<file path="src/hdl/bqbp_pkg.sv">
// Package for the biquad band-pass filter: sample and coefficient widths,
// register indexes and the packed types of the item and configuration buses.
// No dependencies.
`default_nettype none

package bqbp_pkg;

   localparam int SAMPLE_BITS            = 16;
   localparam int COEF_BITS              = 18;
   localparam int COEF_FRAC_BITS_DEFAULT = 14;

   localparam int CSR_ADDR_BITS = 3;
   localparam int CSR_DATA_BITS = COEF_BITS;

   localparam logic [CSR_ADDR_BITS-1:0] REG_FILTER_ENABLE = 3'd0;
   localparam logic [CSR_ADDR_BITS-1:0] REG_COEF_B0       = 3'd1;
   localparam logic [CSR_ADDR_BITS-1:0] REG_COEF_B1       = 3'd2;
   localparam logic [CSR_ADDR_BITS-1:0] REG_COEF_B2       = 3'd3;
   localparam logic [CSR_ADDR_BITS-1:0] REG_COEF_A1       = 3'd4;
   localparam logic [CSR_ADDR_BITS-1:0] REG_COEF_A2       = 3'd5;

   typedef struct packed {
      logic signed [SAMPLE_BITS-1:0] sample_in;
      logic                          block_last_in;
   } req_type;

   typedef struct packed {
      logic signed [SAMPLE_BITS-1:0] sample_out;
      logic                          block_last_out;
   } rsp_type;

   // Filter settings as seen by the datapath, plus the history clear strobe.
   typedef struct packed {
      logic                        enable;
      logic                        hist_clear;
      logic signed [COEF_BITS-1:0] coef_b0;
      logic signed [COEF_BITS-1:0] coef_b1;
      logic signed [COEF_BITS-1:0] coef_b2;
      logic signed [COEF_BITS-1:0] coef_a1;
      logic signed [COEF_BITS-1:0] coef_a2;
   } cfg_type;

endpackage

`default_nettype wire

</file>
<file path="src/hdl/bqbp_csr.sv">
// Configuration registers of the biquad band-pass filter: enable and the five
// Q-format coefficients. Depends on bqbp_pkg.
`default_nettype none

module bqbp_csr (
   input  wire logic                                clock,
   input  wire logic                                reset,
   input  wire logic                                csr_wen,
   input  wire logic [bqbp_pkg::CSR_ADDR_BITS-1:0]  csr_addr,
   input  wire logic [bqbp_pkg::CSR_DATA_BITS-1:0]  csr_wdata,
   output bqbp_pkg::cfg_type                        cfg
);
   import bqbp_pkg::*;

   logic                 enable_ff, enable_in;
   logic [COEF_BITS-1:0] b0_ff, b0_in;
   logic [COEF_BITS-1:0] b1_ff, b1_in;
   logic [COEF_BITS-1:0] b2_ff, b2_in;
   logic [COEF_BITS-1:0] a1_ff, a1_in;
   logic [COEF_BITS-1:0] a2_ff, a2_in;
   logic                 hit;

   always_comb begin
      enable_in = enable_ff;
      b0_in     = b0_ff;
      b1_in     = b1_ff;
      b2_in     = b2_ff;
      a1_in     = a1_ff;
      a2_in     = a2_ff;
      hit       = 1'b0;
      if (csr_wen) begin
         hit = 1'b1;
         case (csr_addr)
            REG_FILTER_ENABLE: enable_in = csr_wdata[0];
            REG_COEF_B0:       b0_in     = csr_wdata[COEF_BITS-1:0];
            REG_COEF_B1:       b1_in     = csr_wdata[COEF_BITS-1:0];
            REG_COEF_B2:       b2_in     = csr_wdata[COEF_BITS-1:0];
            REG_COEF_A1:       a1_in     = csr_wdata[COEF_BITS-1:0];
            REG_COEF_A2:       a2_in     = csr_wdata[COEF_BITS-1:0];
            default:           hit       = 1'b0;
         endcase
      end
   end

   always_ff @(posedge clock) begin
      if (reset) begin
         enable_ff <= 1'b0;
         b0_ff     <= '0;
         b1_ff     <= '0;
         b2_ff     <= '0;
         a1_ff     <= '0;
         a2_ff     <= '0;
      end else begin
         enable_ff <= enable_in;
         b0_ff     <= b0_in;
         b1_ff     <= b1_in;
         b2_ff     <= b2_in;
         a1_ff     <= a1_in;
         a2_ff     <= a2_in;
      end
   end

   // Any write to a defined register, even with the same value, restarts
   // the filter from a clean history at the same edge.
   assign cfg.enable     = enable_ff;
   assign cfg.hist_clear = hit;
   assign cfg.coef_b0    = b0_ff;
   assign cfg.coef_b1    = b1_ff;
   assign cfg.coef_b2    = b2_ff;
   assign cfg.coef_a1    = a1_ff;
   assign cfg.coef_a2    = a2_ff;

endmodule

`default_nettype wire

</file>
<file path="config.mk">
export PLATFORM = sky130hd
export DESIGN_NAME = bqbp_csr
export DESIGN_NICKNAME = d
export VERILOG_FILES = /design/src/hdl/bqbp_pkg.sv /design/src/hdl/bqbp_csr.sv
export SDC_FILE = /design/constraint.sdc
export NUM_CORES = 1
export LEC_CHECK = 0
export BUFFER_PORTS_ARGS = -buffer_cell sky130_fd_sc_hd__buf_2
export CAP_MARGIN = 15
export CORE_MARGIN = 2
export CORE_UTILIZATION = 45
export CTS_BUF_LIST = sky130_fd_sc_hd__clkbuf_2 sky130_fd_sc_hd__clkbuf_4 sky130_fd_sc_hd__clkbuf_8
export DETAILED_ROUTE_END_ITERATION = 10
export PLACE_DENSITY_LB_ADDON = 0.08
export SKIP_LAST_GASP = 1
export SLEW_MARGIN = 20
export SYNTH_ARGS = -nofsm -noshare
export SYNTH_HDL_FRONTEND = slang
export SYNTH_SLANG_ARGS = --single-unit
export TNS_END_PERCENT = 50
</file>
<file path="constraint.sdc">
create_clock -name clock -period 2.29 [get_ports clock]
set_clock_uncertainty 0.2 [all_clocks]
set_input_delay 0.458 -clock clock [delete_from_list [all_inputs] [get_ports clock]]
set_output_delay 0.458 -clock clock [all_outputs]
set_load 0.05 [all_outputs]
</file>
======== Word level (Yosys, flattened, before mapping) ========
Cells that the tools add are included.
word-level totals
  register bits after elaboration ......... 91
  latch bits .............................. 0
  memory bits (writable) .................. 0
  ROM bits ................................ 0
  bits of input ports ..................... 24
  output and inout port bits .............. 92
  word-level logic and storage cells ...... 21
  memories kept ........................... 0
cells by class
  add/sub/neg operators ................... 0
  multipliers ............................. 0
  divide/modulo/power cells ............... 0
  order comparisons ....................... 0
  eq/ne operators ......................... 5
  shift operators ......................... 0
  multiplexer cells ....................... 2
  bitwise gates (word level) .............. 0
  reductions and logical operators ........ 8
operators by type and width
  cell                  count
  $reduce_and A2 Y1     6
  $eq A3 B2 Y1 const B  2
  $eq A3 B3 Y1 const B  2
  $reduce_or A6 Y1      1
  $eq A3 B1 Y1 const B  1
  $logic_not A3 Y1      1
  $mux W1               2

======== Logic depth before layout (Yosys ltp) ========
Gate-level depths: netlist of run 1.
  depth after elaboration ................. 4
  depth in mapped cells ................... 5

======== Least setup slack after synthesis of run 1 ========
No wires, ideal clock.
  path type ............................... input-to-reg
  start point ............................. input port reset
  end point ............................... register b0_ff[0]
  setup time .............................. 0.125 ns
  arrival time ............................ 1.127 ns
  slack ................................... 0.838 ns
  stages on the path ...................... 5
  path buffers ............................ 3
  cells stage by stage .................... buf_2 > buf_2 > clkbuf_1 > nand2b_1 > mux2i_1
RTL lines
  item                  RTL line        RTL
  from (decl)           bqbp_csr.sv:7   input wire logic reset,
  to (signal assigned)  bqbp_csr.sv:55  b0_ff <= b0_in;
  to (decl)             bqbp_csr.sv:16  logic [COEF_BITS-1:0] b0_ff, b0_in;

==> results_dict.tcl, run 1 <==
set metrics [dict create \
    status "complete, no violations" \
    syn_avg_cell_area_sq_um 11.3 \
    syn_area_sq_mm 0.00368 \
    drt-total-wl_um 8030 \
    drive_gt1_share_pct 32.0 \
    first_iter_violations 73 \
    core_area_sq_mm 0.00785 \
    ys_ff_latch 91 \
    cp_max_fo 9 \
    leakagePower_nw 2.39 \
    tightest_slew_ns 0.352 \
    tns_ns 0 \
    routedWlPerCell_um 14.8 \
    dp.cells 526 \
    die_y_um 94.5 \
    setup_viol 0 \
    drt_drc_violations_left 0 \
    grt_usage_pct 18.8 \
    start_util_pct 46.9 \
    io_buffers 115 \
    antenna_found_initial 0 \
    cp.required_ns 1.63 \
    fin_hold_ws_ns 0.272 \
    drtAntennaViolNets 0 \
    vias 2576 \
    maxSlewHeadroom_pct 76.2 \
    maxSlewViolCount 0 \
    die_area_sq_mm 0.00892 \
    critical_path_class "primary input to output port" \
    cts.repair.resized 0 \
    firstDrtPassIters 4 \
    rows 32 \
    synthCells 326 \
    cts_buffers 9 \
    ys_warn_count 0 \
    clk_latency_ns 0.34 \
    period_share_pct 74.4 \
    fin_ws_ns 0.585 \
    grt_max_degree 57 \
    cp.arrival_ns 1.05 \
    fp.dieW_um 94.5 \
    vdd_drop_max_mv 0.261 \
    gp_congestion 0.683 \
    post-place-ws_ns 0.557 \
    worstHoldPathType "register to register" \
    placed_area_sq_mm 0.00430 \
    cts-root-buf "clkbuf_8" \
    power_density_mw_per_mm2 685 \
    grt_pass1_wl_um 12900 \
    area_growth_pct 22.2 \
    worstSetupEndpointType "output port" \
    htreeDepth 3 \
    power.total_mw 3.08 \
    post-route-util_pct 57.3 \
    synth_fp_nets 350 \
    clock_sinks 91 \
    startpoint_type "primary input" \
    yosys.cell_types.count 13 \
    path_clk_slew_ns 0.09 \
    antenna_cells 0 \
    layout_min_cycle_time_ns 1.70 \
    cap_violations 0 \
    hold_buffers 0 \
    fin_cells 542 \
    fmax_ghz 0.587 \
    grt_pass1_vias 2529 \
    grt_setup_unrepaired "no" \
    post-dp-hpwl_um 5370 \
    finalHoldViolations 0 \
    fin_area_sq_mm 0.00450 \
    synth_seq_area_share_pct 49.5 \
    ios 116 \
    grt_remaining_overflow 0 \
    finalNetCount 459 \
    via_per_inst 4.75 \
    clockBufferDepth 2 \
    cts_setup_buffers 0 \
    cts_tree "yes" \
]
-- final timing paths --
kind	from	end	cells past startpoint	slack, ns
worst max-delay path	csr_wen	cfg[90]	3	0.59
worst min-delay path	b0_ff[17]$_SDFFE_PP0P_	b0_ff[17]$_SDFFE_PP0P_	2	0.27
worst max register to register	a1_ff[15]$_SDFFE_PP0P_	a1_ff[15]$_SDFFE_PP0P_	2	1.45
worst min register to register	b0_ff[17]$_SDFFE_PP0P_	b0_ff[17]$_SDFFE_PP0P_	2	0.27
-- routing by layer --
metal	global-route usage, %	vias to the layer above	routed length [um]
met2	29.6	68	3570
met3	6.15	10	605
li1	-	1296	-
met4	6.52	0	107
met5	0	-	0
met1	24.3	1202	3750
-- synth_stat cells --
master	n	area [sq um]
nand2b_1	109	682
dfxtp_1	91	1820
mux2i_1	91	911
clkbuf_1	11	41.3
buf_4	5	37.5
buf_6	5	56.3
buf_2	4	20.0
nand4bb_1	3	33.8
and4bb_1	2	25.0
nand4b_1	2	17.5
a21boi_1	1	7.51
buf_12	1	20.0
nor4b_1	1	8.76
-- placed cells by master (no fill, tap or decap), drive strengths merged --
cell,instances
nand4b,2
nand2b,109
clkinv,1
dfxtp,91
mux2i,91
a21boi,1
and4bb,2
nand4bb,3
clkinvlp,4
bufinv,1
clkbuf,10
buf,124
nor4b,1
-- cells by family after synthesis --
family                 share of synthesized area, %
muxes                                          24.7
DFF                                            49.5
and+or+nand+nor                                20.8
AOI/OAI and AO/OA                             0.204
buffers and inverters                          4.76
-- report_power, final --
group	switching, mW	internal (mW)
registers	0.0176	1.62
logic	0.233	0.116
clock network	0.566	0.532
-- registers in the layout, summed over array words and instances (netlist names) --
register   cells
a1_ff         18
a2_ff         18
b0_ff         18
b1_ff         18
b2_ff         18
enable_ff      1
-- cell type report --
class	count	area, sq um
clock buffer	10	138
clock inverter	6	65.1
fill	727	3350
multi-input combinational	209	1690
sequential	91	1820
tap	102	128
timing repair buffer	124	656
-- worst max-delay path, cell delays in order --
cell      delay (ns)
buf_2           0.16
a21boi_1        0.16
buf_2           0.27
Power figures use the tool's default switching activity.
==> run 2: changes to the inputs <==
==> constraint.sdc (replaced) <==
create_clock -name clock -period 1.6 [get_ports clock]
set_clock_uncertainty 0.2 [all_clocks]
set_input_delay 0.32 -clock clock [delete_from_list [all_inputs] [get_ports clock]]
set_output_delay 0.32 -clock clock [all_outputs]
set_load 0.05 [all_outputs]
==> run 2 against run 1 <==
Effect of this change:
- worst hold slack worse by 0.15 ns
- global-route usage down 0.41 points
- sequential power up 44%
- utilization is 0.27 points higher
- sequential cell count unchanged
- clock power grew 29%
- largest cell class unchanged
- wire length shrank 0.26%
- sequential share of layout area fell by 0.19 points
- non-clock buffer count increased by 2
- critical path type is now register to output port
==> results_dict.tcl, run 2 (synthesis gave the netlist of run 1 again) <==
set metrics [dict create \
    tns_ns 0 \
    area_growth_pct 22.7 \
    fp.dieW_um 94.5 \
    post-route-util_pct 57.6 \
    die_y_um 94.5 \
    critical-path-top-delay-family "flip-flops" \
    max_stage_delay_ns 0.37 \
    grt_max_degree 72 \
    maxSlewViolCount 0 \
    drtAntennaViolNets 0 \
    critical_path_class "register to output port" \
    drive_gt1_share_pct 32.4 \
    grt_setup_unrepaired "no" \
    io_buffers 115 \
    leakagePower_nw 2.41 \
    vdd_drop_max_mv 0.585 \
    maxSlewHeadroom_pct 77.5 \
    firstDrtPassIters 4 \
    clock_sinks 91 \
    grt_pass1_wl_um 12700 \
    grt_pass1_vias 2509 \
    via_per_inst 4.76 \
    cp.required_ns 1.08 \
    status "complete, no violations" \
    final_cell_mix "buf_2, nand2b_1, mux2i_1, dfxtp_1, clkbuf_8" \
    first_iter_violations 70 \
    cp.arrival_ns 0.99 \
    path_cells "buf_2" \
    post-dp-hpwl_um 5470 \
    setup_viol 0 \
    cts_tree "yes" \
    worstHoldPathType "primary input to register" \
    layout_commonest_cell "buf_2" \
    drt_drc_violations_left 0 \
    cp_max_fo 2 \
    cts.repair.resized 0 \
    htreeDepth 3 \
    drt-total-wl_um 8010 \
    vias 2588 \
    crit_buf_inv 1 \
    cp_slowest_cell "dfxtp_1" \
    ios 116 \
    fmax_ghz 0.660 \
    period_share_pct 94.7 \
    start_util_pct 46.9 \
    antenna_cells 0 \
    power_density_mw_per_mm2 944 \
    worstSetupEndpointType "output port" \
    finalHoldViolations 0 \
    tightest_slew_ns 0.333 \
    clockBufferDepth 2 \
    cts_setup_buffers 0 \
    cts_buffers 9 \
    hold_buffers 0 \
    finalNetCount 461 \
    fin_area_sq_mm 0.00452 \
    cts-root-buf "clkbuf_8" \
    gp_congestion 0.723 \
    grt_remaining_overflow 0 \
    routedWlPerCell_um 14.7 \
    path_clk_slew_ns 0.09 \
    core_area_sq_mm 0.00785 \
    layout_min_cycle_time_ns 1.51 \
    rows 32 \
    die_area_sq_mm 0.00892 \
    cap_violations 0 \
    placed_area_sq_mm 0.00434 \
    antenna_found_initial 0 \
    clk_latency_ns 0.34 \
    grt_usage_pct 18.4 \
    startpoint_type "register" \
]
[run 2: changes by cell type in the layout (fill, tap and decap cells not counted)]
| cell | previous run | this run |
|---|---|---|
| buf_12 | 1 | 3 |
| clkinv_4 | 0 | 3 |
| clkinvlp_4 | 4 | 1 |
| bufinv_16 | 1 | 0 |
| clkbuf_4 | 0 | 1 |
[run 2: path summary, 6_finish.rpt]
kind                       endpoint  slack, ns                    from  depth (start not counted)
max                         cfg[43]       0.09   b2_ff[7]$_SDFFE_PP0P_                          1
min          b0_ff[14]$_SDFFE_PP0P_       0.12           csr_wdata[14]                          3
max reg2reg   b2_ff[7]$_SDFFE_PP0P_       0.79   b2_ff[7]$_SDFFE_PP0P_                          2
min reg2reg  b1_ff[11]$_SDFFE_PP0P_       0.28  b1_ff[11]$_SDFFE_PP0P_                          2
[run 2: per-stage QoR]
| stage | setup slack, ns | hold slack (ns) | total power, mW | std cells |
|---|---|---|---|---|
| 2_1_floorplan | 0.286 | 0.249 | 2.77 | 326 |
| 3_3_place_gp | 0.126 | 0.255 | 2.90 | 528 |
| 3_5_place_dp | 0.0969 | 0.259 | 2.90 | 528 |
| 4_1_cts | 0.0697 | 0.116 | 4.33 | 544 |
| 5_1_grt | 0.0406 | 0.131 | 4.44 | 544 |
| 6_report | 0.0851 | 0.124 | 4.27 | 544 |
[run 2: cell type report]
| type | instances | area, sq um |
|---|---|---|
| well taps | 102 | 128 |
| repair buffers | 126 | 696 |
| flip-flops and latches | 91 | 1820 |
| fillers | 739 | 3330 |
| multi-input cells | 209 | 1690 |
| clock buffers | 11 | 145 |
| clock inverters | 5 | 38.8 |
[run 2: report_power, final]
part | total, mW | leakage, nW | internal [mW] | switching, mW
Sequential | 2.34 | 0.736 | 2.31 | 0.0251
Combinational | 0.507 | 1.58 | 0.172 | 0.335
Clock | 1.42 | 0.0929 | 0.631 | 0.791
[run 2: layer usage]
metal | wire [um] | up-vias | share of wire [%] | track usage (%)
met2 | 3560 | 72 | 44 | 28.4
met5 | 0 | - | 0 | 0
met4 | 43 | 0 | 0.54 | 6.16
met3 | 530 | 4 | 6.6 | 5.03
met1 | 3880 | 1207 | 48 | 25.0
li1 | - | 1305 | - | -
==> run 3: changes to the inputs <==
--- a/config.mk
+++ b/config.mk
@@ -8,7 +8,7 @@
 export BUFFER_PORTS_ARGS = -buffer_cell sky130_fd_sc_hd__buf_2
 export CAP_MARGIN = 15
 export CORE_MARGIN = 2
-export CORE_UTILIZATION = 45
+export CORE_UTILIZATION = 40
 export CTS_BUF_LIST = sky130_fd_sc_hd__clkbuf_2 sky130_fd_sc_hd__clkbuf_4 sky130_fd_sc_hd__clkbuf_8
 export DETAILED_ROUTE_END_ITERATION = 10
 export PLACE_DENSITY_LB_ADDON = 0.08
==> run 3 against run 2 <==
Effect of this change:
- worst setup slack gained 0.0079 ns
- sequential power is essentially flat
- sequential share of layout area shrank 0.96 points
- count of clock-buffer cells in the layout shrank 2
- largest power group unchanged
- highest routed layer unchanged
==> results_dict.tcl, run 3 (synthesis gave the netlist of run 1 again) <==
set metrics [dict create \
    status "complete, no violations" \
    drt_drc_violations_left 0 \
    worstHoldPathType "primary input to register" \
    grt_setup_unrepaired "no" \
    antenna_cells 0 \
    fin_cells 551 \
    die_y_um 99.9 \
    worstSetupEndpointType "output port" \
    cts-root-buf "clkbuf_8" \
    die_area_sq_mm 0.00999 \
    cp_max_fo 2 \
    cp.required_ns 1.08 \
    grt_pass1_wl_um 13100 \
    p_sw_share_pct 25.1 \
    final_cell_mix "buf_2, nand2b_1, mux2i_1, dfxtp_1, clkbuf_8" \
    cts_buffers 9 \
    fmax_ghz 0.664 \
    area_growth_pct 25.7 \
    drt-total-wl_um 8170 \
    first_iter_violations 52 \
    power_switching_mw 1.18 \
    cts_tree "yes" \
    critical-path-top-delay-family "flip-flops" \
    grt_usage_pct 16.9 \
    rows 35 \
    antenna_found_initial 0 \
    max_stage_delay_ns 0.37 \
    path_clk_slew_ns 0.09 \
    drtAntennaViolNets 0 \
    post-dp-hpwl_um 5500 \
    grt_max_degree 55 \
    path_cells "buf_2" \
    clockBufferDepth 2 \
    drive_gt1_share_pct 32.0 \
    finalHoldViolations 0 \
    crit_buf_inv 1 \
    p_comb_share_pct 10.9 \
    maxSlewViolCount 0 \
    layout_commonest_cell "buf_2" \
    fin_ws_ns 0.0930 \
    clock_power_share_pct 39.6 \
    io_buffers 115 \
    start_util_pct 40.6 \
    grt_pass1_vias 2504 \
    critical_path_class "register to output port" \
    tightest_slew_ns 0.339 \
    layout_min_cycle_time_ns 1.51 \
    ios 116 \
    finalNetCount 459 \
    core_area_sq_mm 0.00906 \
    post-route-util_pct 51.1 \
    cap_violations 0 \
    post-place-ws_ns 0.145 \
    vias 2578 \
    cp_slowest_cell "dfxtp_1" \
    gp_congestion 0.724 \
    maxSlewHeadroom_pct 77.1 \
    fin_area_sq_mm 0.00463 \
    grt_remaining_overflow 0 \
    fin_hold_ws_ns 0.134 \
    startpoint_type "register" \
    dp.cells 535 \
    setup_viol 0 \
    fp.dieW_um 99.9 \
    placed_area_sq_mm 0.00438 \
    period_share_pct 94.2 \
    htreeDepth 3 \
    firstDrtPassIters 4 \
    tns_ns 0 \
    clk_latency_ns 0.34 \
    cp.arrival_ns 0.99 \
    leakagePower_nw 2.45 \
    intPower_mw 3.54 \
    clock_sinks 91 \
    via_per_inst 4.68 \
    p_seq_share_pct 49.5 \
    vdd_drop_max_mv 0.474 \
    power_density_mw_per_mm2 1020 \
    routedWlPerCell_um 14.8 \
    power.total_mw 4.72 \
    cts_setup_buffers 0 \
    hold_buffers 0 \
    cts.repair.resized 0 \
]
run 3: layout make-up:
class / count / area, sq um
Clock buffer: 9 / 124
Fill cell: 874 / 4440
Sequential cell: 91 / 1820
Clock inverter: 7 / 124
Multi-Input combinational cell: 209 / 1690
Tap cell: 111 / 139
Timing Repair Buffer: 124 / 731
run 3: final timing paths:
path	startpoint	endpoint	slack, ns	cells past startpoint
worst min register to register	a2_ff[13]$_SDFFE_PP0P_	a2_ff[13]$_SDFFE_PP0P_	0.27	2
worst min-delay path	csr_wdata[12]	b2_ff[12]$_SDFFE_PP0P_	0.13	3
worst max register to register	b2_ff[8]$_SDFFE_PP0P_	b2_ff[8]$_SDFFE_PP0P_	0.77	2
worst max-delay path	b2_ff[8]$_SDFFE_PP0P_	cfg[44]	0.09	1
run 3: power by group through the flow:
stage | Combinational (mW) | Clock [mW] | Sequential [mW]
after detailed placement | 0.519 | 0 | 2.39
after global placement | 0.514 | 0 | 2.39
final | 0.514 | 1.87 | 2.34
after CTS | 0.520 | 1.93 | 2.34
after floorplan | 0.204 | 0 | 2.56
after global routing | 0.549 | 2.02 | 2.35
run 3: layer usage:
metal  GRT usage [%]  up-vias  wire length, um  part of all wire, %
met1            22.8     1205             3810                   47
met2            26.9       64             3810                   47
met5               0        -                0                    0
met4            5.69        0              110                  1.3
li1                -     1298                -                    -
met3            3.97       11              433                  5.3
run 3: worst min-delay path, cell delays in order:
cell and delay [ns]:
buf_2 0.08, nand2b_1 0.11, mux2i_1 0.14
